## config.mk

```make
export PLATFORM = sky130hd
export DESIGN_NAME = command_frame_deframer_flat
export DESIGN_NICKNAME = d
export VERILOG_FILES = /design/src/cfd_pkg.sv /design/src/cfd_ifs.sv /design/src/command_frame_deframer.sv /design/src/flat_wrapper.sv
export VERILOG_INCLUDE_DIRS = /design/src /design/src/src
export SDC_FILE = /design/constraint.sdc
export NUM_CORES = 1
export LEC_CHECK = 0
export ABC_CLOCK_PERIOD_IN_PS = 7740
export BUFFER_PORTS_ARGS = -buffer_cell sky130_fd_sc_hd__buf_4
export CAP_MARGIN = 20
export CORE_MARGIN = 3
export CORE_UTILIZATION = 47
export CTS_CLUSTER_DIAMETER = 200
export DETAILED_ROUTE_END_ITERATION = 8
export PLACE_DENSITY_LB_ADDON = 0.3
export REMOVE_ABC_BUFFERS = 1
export SYNTH_ARGS = -nofsm -noshare
export SYNTH_HDL_FRONTEND = slang
export SYNTH_SLANG_ARGS = --single-unit
export TNS_END_PERCENT = 100
```

## constraint.sdc

```tcl
create_clock -name i_clk -period 7.74 [get_ports i_clk]
set_input_delay 0.387 -clock i_clk [delete_from_list [all_inputs] [get_ports i_clk]]
set_output_delay 0.387 -clock i_clk [all_outputs]
set_load 0.02 [all_outputs]
```

## src/assert_macros.svh

```systemverilog
// Assertion shorthands shared by the RTL.
`ifndef ASSERT_MACROS_SVH
`define ASSERT_MACROS_SVH

// Check in the same cycle: whenever ante holds, cons must hold too.
`define CFD_ASSERT_SAME(lbl, clk, rst_n, ante, cons, msg) \
    lbl: assert property (@(posedge clk) disable iff (!rst_n) (ante) |-> (cons)) \
        else $error(msg);

// Check in the next cycle: whenever ante holds, cons must hold at the next edge.
`define CFD_ASSERT_NEXT(lbl, clk, rst_n, ante, cons, msg) \
    lbl: assert property (@(posedge clk) disable iff (!rst_n) (ante) |=> (cons)) \
        else $error(msg);

`endif

```

## src/cfd_pkg.sv

```systemverilog
package cfd_pkg;

    // Default for the largest accepted data length
    localparam int unsigned MAX_DATA_LEN_DEF = 36;

    // Frame layout
    localparam logic [7:0] HEAD_BYTE = 8'hFF;
    localparam int unsigned HDR_BYTES = 4;
    localparam int unsigned CSUM_BYTES = 2;
    // Only frame bytes 2 (id) through 27 (last chassis data byte) are ever read
    localparam int unsigned STORE_LO = 2;
    localparam int unsigned STORE_HI = 27;
    localparam int unsigned STORE_DEPTH = STORE_HI - STORE_LO + 1;

    // Minimum data lengths per frame kind
    localparam logic [7:0] MIN_CHASSIS_LEN = 8'd24;
    localparam logic [7:0] MIN_GIMBAL_LEN = 8'd17;

    // Configuration port
    localparam int unsigned CFG_IDX_W = 8;
    localparam int unsigned CFG_DATA_W = 8;
    localparam logic [CFG_IDX_W-1:0] CFG_CHASSIS_ID = 8'd0;
    localparam logic [CFG_IDX_W-1:0] CFG_GIMBAL_ID = 8'd1;
    localparam logic [CFG_IDX_W-1:0] CFG_POSE_ID = 8'd2;
    localparam logic [CFG_IDX_W-1:0] CFG_HEARTBEAT_ID = 8'd3;
    localparam logic [7:0] RST_CHASSIS_ID = 8'd0;
    localparam logic [7:0] RST_GIMBAL_ID = 8'd1;
    localparam logic [7:0] RST_POSE_ID = 8'd2;
    localparam logic [7:0] RST_HEARTBEAT_ID = 8'd3;

    // Pose codes and what they set
    localparam logic [7:0] POSE_CODE_FULL = 8'd3;
    localparam logic [7:0] POSE_CODE_ECO = 8'd2;
    localparam logic [7:0] POSE_CODE_COOL = 8'd1;
    localparam logic [7:0] POWER_HIGH = 8'd150;
    localparam logic [7:0] POWER_LOW = 8'd50;
    localparam logic [6:0] HEAT_LOW = 7'd10;
    localparam logic [6:0] HEAT_HIGH = 7'd90;

    // Field widths
    localparam int unsigned WORD_W = 32;
    localparam int unsigned HEAT_W = 7;

    typedef enum logic [1:0] {
        KIND_CHASSIS   = 2'd0,
        KIND_GIMBAL    = 2'd1,
        KIND_POSE      = 2'd2,
        KIND_HEARTBEAT = 2'd3
    } t_kind;

    typedef enum logic [2:0] {
        PH_WAIT = 3'b001,
        PH_HEAD = 3'b010,
        PH_DATA = 3'b100
    } t_phase;

    typedef struct packed {
        t_kind                     frame_kind;
        logic signed [WORD_W-1:0]  word_a;
        logic signed [WORD_W-1:0]  word_b;
        logic signed [WORD_W-1:0]  word_c;
        logic signed [WORD_W-1:0]  word_d;
        logic signed [WORD_W-1:0]  word_e;
        logic signed [WORD_W-1:0]  word_f;
        logic [7:0]                pose_code;
        logic [7:0]                power_limit_out;
        logic [HEAT_W-1:0]         cooling_heat_out;
        logic [7:0]                heartbeat_value;
    } t_cfd_result;

    // Little-endian word from four bytes
    function automatic logic [WORD_W-1:0] le_word(input logic [7:0] b0, input logic [7:0] b1,
                                                  input logic [7:0] b2, input logic [7:0] b3);
        return {b3, b2, b1, b0};
    endfunction

    // Two's complement negate, most negative value saturates
    function automatic logic [WORD_W-1:0] neg_sat(input logic [WORD_W-1:0] w);
        logic [WORD_W-1:0] most_neg;
        most_neg = {1'b1, {(WORD_W-1){1'b0}}};
        if (w == most_neg) begin
            return ~most_neg;
        end
        return (~w) + {{(WORD_W-1){1'b0}}, 1'b1};
    endfunction

endpackage

```

## src/cfd_ifs.sv

```systemverilog
// Byte stream channel
interface cfd_byte_if;
    import cfd_pkg::*;
    logic       valid;
    logic       ready;
    logic [7:0] in_byte;

    modport source (output valid, output in_byte, input ready);
    modport sink (input valid, input in_byte, output ready);
endinterface

// Decoded frame result channel
interface cfd_result_if;
    import cfd_pkg::*;
    logic                     valid;
    logic                     ready;
    t_kind                    frame_kind;
    logic signed [WORD_W-1:0] word_a;
    logic signed [WORD_W-1:0] word_b;
    logic signed [WORD_W-1:0] word_c;
    logic signed [WORD_W-1:0] word_d;
    logic signed [WORD_W-1:0] word_e;
    logic signed [WORD_W-1:0] word_f;
    logic [7:0]               pose_code;
    logic [7:0]               power_limit_out;
    logic [HEAT_W-1:0]        cooling_heat_out;
    logic [7:0]               heartbeat_value;

    modport source (output valid, output frame_kind, output word_a, output word_b,
                    output word_c, output word_d, output word_e, output word_f,
                    output pose_code, output power_limit_out, output cooling_heat_out,
                    output heartbeat_value, input ready);
    modport sink (input valid, input frame_kind, input word_a, input word_b,
                  input word_c, input word_d, input word_e, input word_f,
                  input pose_code, input power_limit_out, input cooling_heat_out,
                  input heartbeat_value, output ready);
endinterface

```

## src/command_frame_deframer.sv

```systemverilog
// Command frame deframer.
// i_byte carries one received byte per item; frames are 0xFF, address, id,
// length, data bytes and two checksum bytes (not checked). o_result
// carries one decoded item for each complete chassis, gimbal, pose or
// heartbeat frame whose id matches the id registers (i_cfg_we/idx/data).
// Frames with a too-long length, too short for their kind or with an unknown
// id give nothing. A pose frame with a known code also updates the held power limit and heat.
// Throughput: one byte per cycle while i_byte.ready is high. The frame is
// decoded in the cycle its last byte is accepted and the result sits in the
// output register on the next cycle.
// The output register is the only buffer: while it holds a result that the
// receiver has not taken, i_byte.ready is low; once taken, or if empty, a
// byte is taken every cycle, including in the cycle the result is taken.
// Reset (synchronous, active low) restarts the header hunt, clears the
// output valid, power limit and heat, and loads the default id registers.
`include "assert_macros.svh"
module command_frame_deframer #(
    parameter int unsigned MAX_DATA_LEN = cfd_pkg::MAX_DATA_LEN_DEF
) (
    input  logic                           i_clk,
    input  logic                           i_rst_n,
    input  logic                           i_cfg_we,
    input  logic [cfd_pkg::CFG_IDX_W-1:0]  i_cfg_idx,
    input  logic [cfd_pkg::CFG_DATA_W-1:0] i_cfg_data,
    cfd_byte_if.sink                       i_byte,
    cfd_result_if.source                   o_result
);
    import cfd_pkg::*;

    // Byte counter holds up to the full frame length
    localparam int unsigned CNT_W = $clog2(MAX_DATA_LEN + HDR_BYTES + CSUM_BYTES + 1);
    localparam logic [8:0] LEN_MAX9 = 9'(MAX_DATA_LEN);
    localparam logic [CNT_W-1:0] CNT_ONE = CNT_W'(1);
    localparam logic [CNT_W-1:0] CNT_HDR = CNT_W'(HDR_BYTES);
    localparam logic [CNT_W-1:0] CNT_LAST = CNT_W'(MAX_DATA_LEN + HDR_BYTES + CSUM_BYTES - 1);

    // Id registers
    logic [7:0] r_chassis_id, r_gimbal_id, r_pose_id, r_heartbeat_id;

    // Parser state
    t_phase            r_phase, n_phase;
    logic [CNT_W-1:0]  r_count, n_count;
    logic [7:0]        r_len, n_len;
    logic [7:0]        r_store [STORE_DEPTH];
    logic [7:0]        r_power_limit, n_power_limit;
    logic [HEAT_W-1:0] r_cooling_heat, n_cooling_heat;

    // Output register
    logic        r_out_valid;
    t_cfd_result r_out, n_out;

    logic       w_in_ready, w_accept, w_store_en, w_frame_end, w_fire;
    logic       w_res_valid, w_pose_upd;
    logic       w_hit_c, w_hit_g, w_hit_p, w_hit_h;
    logic [7:0] w_byte, w_id, w_code;
    logic [8:0] w_end_cnt;

    assign w_byte = i_byte.in_byte;
    assign w_in_ready = !r_out_valid || o_result.ready;
    assign w_accept = i_byte.valid && w_in_ready;
    assign i_byte.ready = w_in_ready;

    // Configuration writes
    always_ff @(posedge i_clk) begin
        if (!i_rst_n) begin
            r_chassis_id <= RST_CHASSIS_ID;
            r_gimbal_id <= RST_GIMBAL_ID;
            r_pose_id <= RST_POSE_ID;
            r_heartbeat_id <= RST_HEARTBEAT_ID;
        end else if (i_cfg_we) begin
            case (i_cfg_idx)
                CFG_CHASSIS_ID:   r_chassis_id <= i_cfg_data;
                CFG_GIMBAL_ID:    r_gimbal_id <= i_cfg_data;
                CFG_POSE_ID:      r_pose_id <= i_cfg_data;
                CFG_HEARTBEAT_ID: r_heartbeat_id <= i_cfg_data;
                default: ;
            endcase
        end
    end

    // Frame end: count after this byte reaches header + data + checksum
    assign w_end_cnt = {1'b0, r_len} + 9'(HDR_BYTES + CSUM_BYTES);
    assign w_frame_end = (9'(r_count + CNT_ONE) >= w_end_cnt);

    // Parser state machine
    always_comb begin
        n_phase = r_phase;
        n_count = r_count;
        n_len = r_len;
        w_store_en = 1'b0;
        w_fire = 1'b0;
        case (r_phase)
            PH_HEAD: begin
                w_store_en = 1'b1;
                n_count = r_count + CNT_ONE;
                if (n_count >= CNT_HDR) begin
                    n_len = w_byte;
                    n_phase = ({1'b0, w_byte} > LEN_MAX9) ? PH_WAIT : PH_DATA;
                end
            end
            PH_DATA: begin
                w_store_en = 1'b1;
                n_count = r_count + CNT_ONE;
                if (w_frame_end) begin
                    w_fire = 1'b1;
                    n_phase = PH_WAIT;
                end
            end
            default: begin
                n_phase = PH_WAIT;
                if (w_byte == HEAD_BYTE) begin
                    n_count = CNT_ONE;
                    n_phase = PH_HEAD;
                end
            end
        endcase
    end

    always_ff @(posedge i_clk) begin
        if (!i_rst_n) begin
            r_phase <= PH_WAIT;
            r_count <= '0;
            r_len <= '0;
        end else if (w_accept) begin
            r_phase <= n_phase;
            r_count <= n_count;
            r_len <= n_len;
        end
    end

    // Keep only the frame bytes that decoding reads
    always_ff @(posedge i_clk) begin
        for (int i = 0; i < STORE_DEPTH; i++) begin
            if (w_accept && w_store_en && (32'(r_count) == STORE_LO + i)) begin
                r_store[i] <= w_byte;
            end
        end
    end

    // Id match, first hit wins in the order chassis, gimbal, pose, heartbeat
    assign w_id = r_store[0];
    assign w_code = r_store[4 - STORE_LO];
    assign w_hit_c = (w_id == r_chassis_id);
    assign w_hit_g = !w_hit_c && (w_id == r_gimbal_id);
    assign w_hit_p = !w_hit_c && !w_hit_g && (w_id == r_pose_id);
    assign w_hit_h = !w_hit_c && !w_hit_g && !w_hit_p && (w_id == r_heartbeat_id);

    assign w_res_valid = w_accept && w_fire &&
                         ((w_hit_c && (r_len >= MIN_CHASSIS_LEN)) ||
                          (w_hit_g && (r_len >= MIN_GIMBAL_LEN)) ||
                          ((w_hit_p || w_hit_h) && (r_len != 8'd0)));
    assign w_pose_upd = w_res_valid && w_hit_p;

    // Pose code sets power limit and heat
    always_comb begin
        n_power_limit = r_power_limit;
        n_cooling_heat = r_cooling_heat;
        if (w_pose_upd) begin
            case (w_code)
                POSE_CODE_FULL: begin
                    n_power_limit = POWER_HIGH;
                    n_cooling_heat = HEAT_LOW;
                end
                POSE_CODE_ECO: begin
                    n_power_limit = POWER_LOW;
                    n_cooling_heat = HEAT_LOW;
                end
                POSE_CODE_COOL: begin
                    n_power_limit = POWER_LOW;
                    n_cooling_heat = HEAT_HIGH;
                end
                default: ;
            endcase
        end
    end

    always_ff @(posedge i_clk) begin
        if (!i_rst_n) begin
            r_power_limit <= '0;
            r_cooling_heat <= '0;
        end else begin
            r_power_limit <= n_power_limit;
            r_cooling_heat <= n_cooling_heat;
        end
    end

    // Result assembly; store index is frame index minus STORE_LO
    always_comb begin
        n_out = '0;
        n_out.power_limit_out = n_power_limit;
        n_out.cooling_heat_out = n_cooling_heat;
        if (w_hit_c) begin
            n_out.frame_kind = KIND_CHASSIS;
            n_out.word_a = $signed(le_word(r_store[2], r_store[3], r_store[4], r_store[5]));
            n_out.word_b = $signed(le_word(r_store[6], r_store[7], r_store[8], r_store[9]));
            n_out.word_c = $signed(le_word(r_store[10], r_store[11], r_store[12],
                                           r_store[13]));
            n_out.word_d = $signed(le_word(r_store[14], r_store[15], r_store[16],
                                           r_store[17]));
            n_out.word_e = $signed(le_word(r_store[18], r_store[19], r_store[20],
                                           r_store[21]));
            n_out.word_f = $signed(le_word(r_store[22], r_store[23], r_store[24],
                                           r_store[25]));
        end else if (w_hit_g) begin
            n_out.frame_kind = KIND_GIMBAL;
            n_out.word_a = $signed(neg_sat(le_word(r_store[3], r_store[4], r_store[5],
                                                   r_store[6])));
            n_out.word_b = $signed(le_word(r_store[7], r_store[8], r_store[9], r_store[10]));
            n_out.word_c = $signed(le_word(r_store[11], r_store[12], r_store[13],
                                           r_store[14]));
            n_out.word_d = $signed(le_word(r_store[15], r_store[16], r_store[17],
                                           r_store[18]));
        end else if (w_hit_p) begin
            n_out.frame_kind = KIND_POSE;
            n_out.pose_code = w_code;
        end else begin
            n_out.frame_kind = KIND_HEARTBEAT;
            n_out.heartbeat_value = w_code;
        end
    end

    // Output register
    always_ff @(posedge i_clk) begin
        if (!i_rst_n) begin
            r_out_valid <= 1'b0;
        end else if (w_in_ready) begin
            r_out_valid <= w_res_valid;
        end
    end

    always_ff @(posedge i_clk) begin
        if (w_res_valid) begin
            r_out <= n_out;
        end
    end

    assign o_result.valid = r_out_valid;
    assign o_result.frame_kind = r_out.frame_kind;
    assign o_result.word_a = r_out.word_a;
    assign o_result.word_b = r_out.word_b;
    assign o_result.word_c = r_out.word_c;
    assign o_result.word_d = r_out.word_d;
    assign o_result.word_e = r_out.word_e;
    assign o_result.word_f = r_out.word_f;
    assign o_result.pose_code = r_out.pose_code;
    assign o_result.power_limit_out = r_out.power_limit_out;
    assign o_result.cooling_heat_out = r_out.cooling_heat_out;
    assign o_result.heartbeat_value = r_out.heartbeat_value;

    // Checks
    `CFD_ASSERT_NEXT(a_hunt_stays, i_clk, i_rst_n, w_accept && (r_phase == PH_WAIT) && (w_byte != HEAD_BYTE), r_phase == PH_WAIT, "non-header byte left the hunt")
    `CFD_ASSERT_SAME(a_count_bound, i_clk, i_rst_n, r_phase == PH_DATA, r_count <= CNT_LAST, "byte count ran past the longest frame")
    `CFD_ASSERT_NEXT(a_pose_state, i_clk, i_rst_n, !w_pose_upd, $stable(r_power_limit) && $stable(r_cooling_heat), "power or heat changed without a pose frame")
    `CFD_ASSERT_NEXT(a_result_source, i_clk, i_rst_n, !r_out_valid && !w_fire, !r_out_valid, "result appeared without a frame end")

endmodule
```

## src/flat_wrapper.sv

```systemverilog
// flat-port wrapper written by rule: the top's interface ports become plain ports
module command_frame_deframer_flat import cfd_pkg::*;
#(
    parameter int unsigned MAX_DATA_LEN = cfd_pkg::MAX_DATA_LEN_DEF
)
  (i_clk, i_rst_n, i_cfg_we, i_cfg_idx, i_cfg_data, i_byte_valid, i_byte_in_byte, i_byte_ready, o_result_valid, o_result_frame_kind, o_result_word_a, o_result_word_b, o_result_word_c, o_result_word_d, o_result_word_e, o_result_word_f, o_result_pose_code, o_result_power_limit_out, o_result_cooling_heat_out, o_result_heartbeat_value, o_result_ready);
  cfd_byte_if i_byte_i ();
  cfd_result_if o_result_i ();
  input  logic i_clk;
  input  logic i_rst_n;
  input  logic i_cfg_we;
  input  logic [cfd_pkg::CFG_IDX_W-1:0] i_cfg_idx;
  input  logic [cfd_pkg::CFG_DATA_W-1:0] i_cfg_data;
  input wire logic [$bits(i_byte_i.valid)-1:0] i_byte_valid;
  input wire logic [$bits(i_byte_i.in_byte)-1:0] i_byte_in_byte;
  output wire logic [$bits(i_byte_i.ready)-1:0] i_byte_ready;
  output wire logic [$bits(o_result_i.valid)-1:0] o_result_valid;
  output wire logic [$bits(o_result_i.frame_kind)-1:0] o_result_frame_kind;
  output wire logic [$bits(o_result_i.word_a)-1:0] o_result_word_a;
  output wire logic [$bits(o_result_i.word_b)-1:0] o_result_word_b;
  output wire logic [$bits(o_result_i.word_c)-1:0] o_result_word_c;
  output wire logic [$bits(o_result_i.word_d)-1:0] o_result_word_d;
  output wire logic [$bits(o_result_i.word_e)-1:0] o_result_word_e;
  output wire logic [$bits(o_result_i.word_f)-1:0] o_result_word_f;
  output wire logic [$bits(o_result_i.pose_code)-1:0] o_result_pose_code;
  output wire logic [$bits(o_result_i.power_limit_out)-1:0] o_result_power_limit_out;
  output wire logic [$bits(o_result_i.cooling_heat_out)-1:0] o_result_cooling_heat_out;
  output wire logic [$bits(o_result_i.heartbeat_value)-1:0] o_result_heartbeat_value;
  input wire logic [$bits(o_result_i.ready)-1:0] o_result_ready;
  assign i_byte_i.valid = i_byte_valid;
  assign i_byte_i.in_byte = i_byte_in_byte;
  assign i_byte_ready = i_byte_i.ready;
  assign o_result_valid = o_result_i.valid;
  assign o_result_frame_kind = o_result_i.frame_kind;
  assign o_result_word_a = o_result_i.word_a;
  assign o_result_word_b = o_result_i.word_b;
  assign o_result_word_c = o_result_i.word_c;
  assign o_result_word_d = o_result_i.word_d;
  assign o_result_word_e = o_result_i.word_e;
  assign o_result_word_f = o_result_i.word_f;
  assign o_result_pose_code = o_result_i.pose_code;
  assign o_result_power_limit_out = o_result_i.power_limit_out;
  assign o_result_cooling_heat_out = o_result_i.cooling_heat_out;
  assign o_result_heartbeat_value = o_result_i.heartbeat_value;
  assign o_result_i.ready = o_result_ready;
  command_frame_deframer #(.MAX_DATA_LEN(MAX_DATA_LEN)) u_core (.i_clk(i_clk), .i_rst_n(i_rst_n), .i_cfg_we(i_cfg_we), .i_cfg_idx(i_cfg_idx), .i_cfg_data(i_cfg_data), .i_byte(i_byte_i), .o_result(o_result_i));
endmodule
```

# Yosys cells after proc, flatten, opt, wreduce, memory -nomap -nowiden
# Memories as Yosys holds them, arrays and structs flattened. A register that Yosys moved wholly into a read port is not among the register bits.
# Cells that the tools add are included.
# word_totals
reg_bits	258
ramBits	208
elab_cells	320
memories	1
# mem_list
memory	words	word_bits	read_ports	rd_clocked_by_memory_dff	wr	line	rtl
u_core.r_store	26	8	25	7	1	command_frame_deframer.sv:44	logic [7:0] r_store [STORE_DEPTH];
# classes
n_addsub	4
n_lt_le_gt_ge	5
n_eq_ne	42
muxes	150
bitwise	2
reduce_logical	95
# op_table
cell	count
$mux W128	2
$mux W8	26
$reduce_or A8 Y1	25
$mux W5	25
$mux W1	85
$eq A6 B5 Y1 const B	12
$mux W32	2
$eq A6 B4 Y1 const B	8
$logic_and A1 B1 Y1	39
$add A32 B1 Y32 const B	1
$eq A32 B32 Y1 const B	1
$eq A8 B2 Y1 const B	4
$eq A8 B8 Y1	4
$not A32 Y32	1
$eq A6 B3 Y1 const B	4
$eq A8 B1 Y1 const B	2
$ge A8 B5 Y1 const B	2
$pmux W8 S2	1
$pmux W7 S2	1
$eq A6 B2 Y1 const B	2
$mux W6	2
$logic_not A1 Y1	11
$reduce_and A2 Y1	5
$add A8 B3 Y9 const B	1
21 further kinds	32

# Depth between registers and ports, before layout
# logic_depth
word_depth	33
ltp_mapped	12
depth_no_buf	11

# Least setup slack after synthesis
# Ideal clock, no wire load.
# synth_timing
kind	register -> register
from	register u_core.r_count[0]
to	register u_core.r_out (netlist bit u_core.o_result.cooling_heat_out[0]) (enable)
t_arrival_ns	6.776
path_slack_ns	0.387
path_stages_with_launch	12
synth_period_minus_slack_ns	7.353
path_cell_list	dfxtp_1 -> ha_1 -> clkbuf_2 -> xnor2_1 -> inv_1 -> ha_1 -> nand2_1 -> o21ai_0 -> a21oi_1 -> or4_4 -> a21o_1 -> inv_1
# synth_via
elab_chain_len	6
# synth_rtl
element	line	rtl
start, declared	command_frame_deframer.sv:42	logic [CNT_W-1:0] r_count, n_count;
start signal, assigned	command_frame_deframer.sv:126	r_count <= n_count;
$add A6 B1 Y7	command_frame_deframer.sv:83	assign w_frame_end = (9'(r_count + CNT_ONE) >= w_end_cnt);
$ge A9 B9 Y1	command_frame_deframer.sv:83	
$mux W1	command_frame_deframer.sv:104	if (w_frame_end) begin
$mux W1	command_frame_deframer.sv:92	case (r_phase)
$logic_and A1 B1 Y1 (2 in a row)	command_frame_deframer.sv:148	assign w_res_valid = w_accept && w_fire &&
named net u_core.w_res_valid	command_frame_deframer.sv:53	logic w_res_valid, w_pose_upd;
end signal, assigned	command_frame_deframer.sv:233	r_out <= n_out;
end, declared	command_frame_deframer.sv:50	t_cfd_result r_out, n_out;
# The timed path passes the listed nets, and every way through them passes these cells.
# A chain may end at the register's enable or synchronous reset.

# Worst setup path after layout
# layout_timing
from	register u_core.r_count[0]
to	register, netlist name u_core.o_result.word_f[6]
# layout_via
elab_chain_len	6
# layout_rtl
element	line
$add A6 B1 Y7	command_frame_deframer.sv:83
$ge A9 B9 Y1	command_frame_deframer.sv:83
$mux W1	command_frame_deframer.sv:104
$mux W1	command_frame_deframer.sv:92
$logic_and A1 B1 Y1 (2 in a row)	command_frame_deframer.sv:148
named net u_core.w_res_valid	command_frame_deframer.sv:53
# The timed path passes the listed nets, and every way through them passes these cells.

==> qor.txt <==
Final worst slack: 3150 ps
Worst vdd ir: 0.157 mV
Slew HR: 35.5%
Core area: 40300 µm²
Worst-path maximum fanout: 101
Layout filler cell count: 3186
Gate Count Post-Synth: 1443
Drt pass-1 iters: 7
Top_reg_cell synth: edfxtp_1
DR vias: 12000
Power Dens Cells: 222 nW/µm²
Max Transition Viols Final: 0
Final number of setup-violating endpoints: 0
Layout Nets: 1728
CTS max path bufs: 3
Yosys reg bits: 490
GPL Wtd Cong: 0.839
ANT cells: 0
Crit path DAT: 4780 ps
H-tree depth: 2
Sequential area share after synthesis: 72.3%
Max-capacitance violation count: 0
Global-route wire length before repair: 67000 µm
Area growth from synthesis to layout: 20.2%
Fmax: 218 MHz
Clock tree from TritonCTS: yes
HPWL Detailed: 28100 µm
Reg clk slew, reported paths: 60 ps
Worst-Margin Slew: 967 ps
Die H: 209 µm
Largest family of logic cells by synthesized area: simple AND/OR/NAND/NOR gates
Post-Place Setup Slack: 3140 ps
Synthesized area per cell: 13.5 µm²
Setup TNS: 0 ps
Post-CTS Setup Repair Bufs: 0
Worst setup path class: reg -> reg
Post-route insts no fill: 2248
Post-synth ARST share: 0%
Total die area: 43800 µm²
Synth warn: 0
Site Rows: 73
Finished Core Util: 58.0%
XOR/XNOR Fraction of Synth Area: 2.93%
Post-CTS Resized: 0
Mux contribution to synthesized area: 2.32%
Number of enable flip-flop cells after synthesis: 425
Leakage: 8.22 nW
Worst Setup End Kind: register
Gr usage total: 19.5%
Worst hold stages: 3
Starting Density: 48.3%
CP Data Required Time: 7930 ps
Final Critical Period: 4590 ps
Clk Latency, worst-skew pair: 580 ps
Post-synthesis simple-gate area fraction: 13.5%
Post-synthesis adder-cell area fraction: 0.837%
Final period utilization: 59.3%
Outcome: complete, no violations
Final hold violations: 0
Worst-case reg-to-reg path depth: 11
Die Width: 209 µm
WL final: 43800 µm
Global route overflow: 0
RSZ-0062 raised after global routing: false
Iter 0 DRT Violations: 969
Io pins: 256
Synth unique cells: 58
Compound-gate portion of the synthesized area: 6.05%
Antenna viol nets, final: 0
Root buffer cell: clkbuf_16
TritonCTS Sinks: 490
Drc violations: 0
CTS buffer count: 49
Placed cells: 2158
Ratio of cells with drive above 1 in the final layout: 20.8%
Vias per Instance: 5.35
Worst hold path class: in -> reg
Post-Synthesis Cell Area: 19400 µm²
Port Buffers: 255
Largest net degree at the start of global routing: 122
Vias in the first global route: 11800
Layout Skew: 21.7 ps
Drt wl/cell: 19.5 µm
CP startpoint kind: register
Initial antenna violation count: 0
Number of hold buffers added after cts: 0
[metrics by stage]
step / power, W / instance area (µm²) / hold WS [ps]
2_1_floorplan: 0.00291 / 19100 / 432
6_report: 0.00518 / 23400 / 68.7
3_5_place_dp: 0.00295 / 21800 / 444
5_1_grt: 0.00534 / 23400 / 58.4
3_3_place_gp: 0.00295 / 21800 / 442
4_1_cts: 0.00524 / 23300 / 29.5
[cell usage after synthesis (3+ instances only)]
cell	number	area (µm²)
nand3_1	9	45.0
nand4_1	10	62.6
xnor2_1	45	394
nand3b_1	3	22.5
and2_1	107	669
mux2i_1	44	440
clkbuf_1	45	169
xor2_1	20	175
inv_1	16	60.1
a31oi_1	3	18.8
nor2b_1	7	43.8
o21ai_1	3	15.0
a22o_1	9	78.8
buf_2	24	120
buf_1	3	11.3
dfxtp_1	65	1300
o22ai_1	4	25.0
nand2_1	246	923
a22oi_1	6	45.0
o211ai_1	3	22.5
a21oi_1	11	55.1
ha_1	13	163
nor4_1	11	68.8
o21ai_0	143	716
nand4b_1	3	26.3
and3_1	15	93.8
nor2_1	76	285
or2_2	4	25.0
nor3_1	14	70.1
o21a_1	7	52.6
edfxtp_1	425	12800
or4_4	4	45.0
nand2b_1	9	56.3
[final timing paths]
| check | from | endpoint | slack [ps] |
|---|---|---|---|
| min reg2reg | u_core.r_power_limit[4] | u_core.r_power_limit[4] | 450 |
| max reg2reg | u_core.r_count[0] | u_core.o_result.word_f[6] | 3150 |
| min | i_cfg_data[0] | u_core.r_gimbal_id[0] | 70 |
| max | u_core.r_count[0] | u_core.o_result.word_f[6] | 3150 |
[report_power, final]
| group | internal [W] | switching, W |
|---|---|---|
| logic | 0.0000119 | 0.0000385 |
| clock network | 0.00130 | 0.000984 |
| registers | 0.00285 | 0.000000206 |
| total | 0.00416 | 0.00102 |
[cells in the final DEF (no fill, tap or decap), types with 44 or more instances in the layout]
cell type and count:
edfxtp_1 425, buf_4 266, nand2_1 246, o21ai_0 143, and2_1 106, nor2_1 74
dfxtp_1 65, clkbuf_16 49, xnor2_1 45, mux2i_1 44
[final cells by class]
type / count / area, µm² / area share, %
flip-flops and latches: 490 / 14100 / 60.2
multi-input cells: 862 / 5000 / 21.4
repair buffers: 267 / 2020 / 8.66
clock buffers: 59 / 1260 / 5.41
well taps: 525 / 657 / 2.81
clock inverters: 29 / 283 / 1.21
inverters: 16 / 67.6 / 0.289
[cell families after synthesis]
| kind of cell | Yosys count |
|---|---|
| buffers and inverters | 91 |
| xor gates and xnor gates | 65 |
| AOI/OAI and AO/OA | 203 |
| adders and majority gates | 13 |
| muxes | 45 |
| DFF | 490 |
| and+or+nand+nor | 536 |
[sequential cells by signal (all words and copies together) (netlist names), 8 cells and up]
register                         cells
u_core.o_result.heartbeat_value      8
u_core.o_result.pose_code            8
u_core.o_result.power_limit_out      8
u_core.o_result.word_a              32
u_core.o_result.word_b              32
u_core.o_result.word_c              32
u_core.o_result.word_d              32
u_core.o_result.word_e              32
u_core.o_result.word_f              32
u_core.r_chassis_id                  8
u_core.r_gimbal_id                   8
u_core.r_heartbeat_id                8
u_core.r_len                         8
u_core.r_pose_id                     8
u_core.r_power_limit                 8
u_core.r_store                     200
[critical path, cell delays in order, from the launching register on]
cell	delay [ps]
dfxtp_1	390
ha_1	350
xnor2_1	440
inv_1	130
ha_1	320
nand2_1	40
o21ai_0	190
a21oi_1	160
or4_4	590
a21o_1	240
inv_8	490
buf_4	810
[layer usage]
metal / vias to the layer above / wire length (µm) / track usage (%)
li1: 5663 / - / -
met1: 5882 / 18700 / 26.1
met2: 384 / 21000 / 31.9
met3: 92 / 2770 / 3.72
met4: 0 / 1350 / 7.18
met5: - / 0 / 0
(Power assumes the default switching activity.)
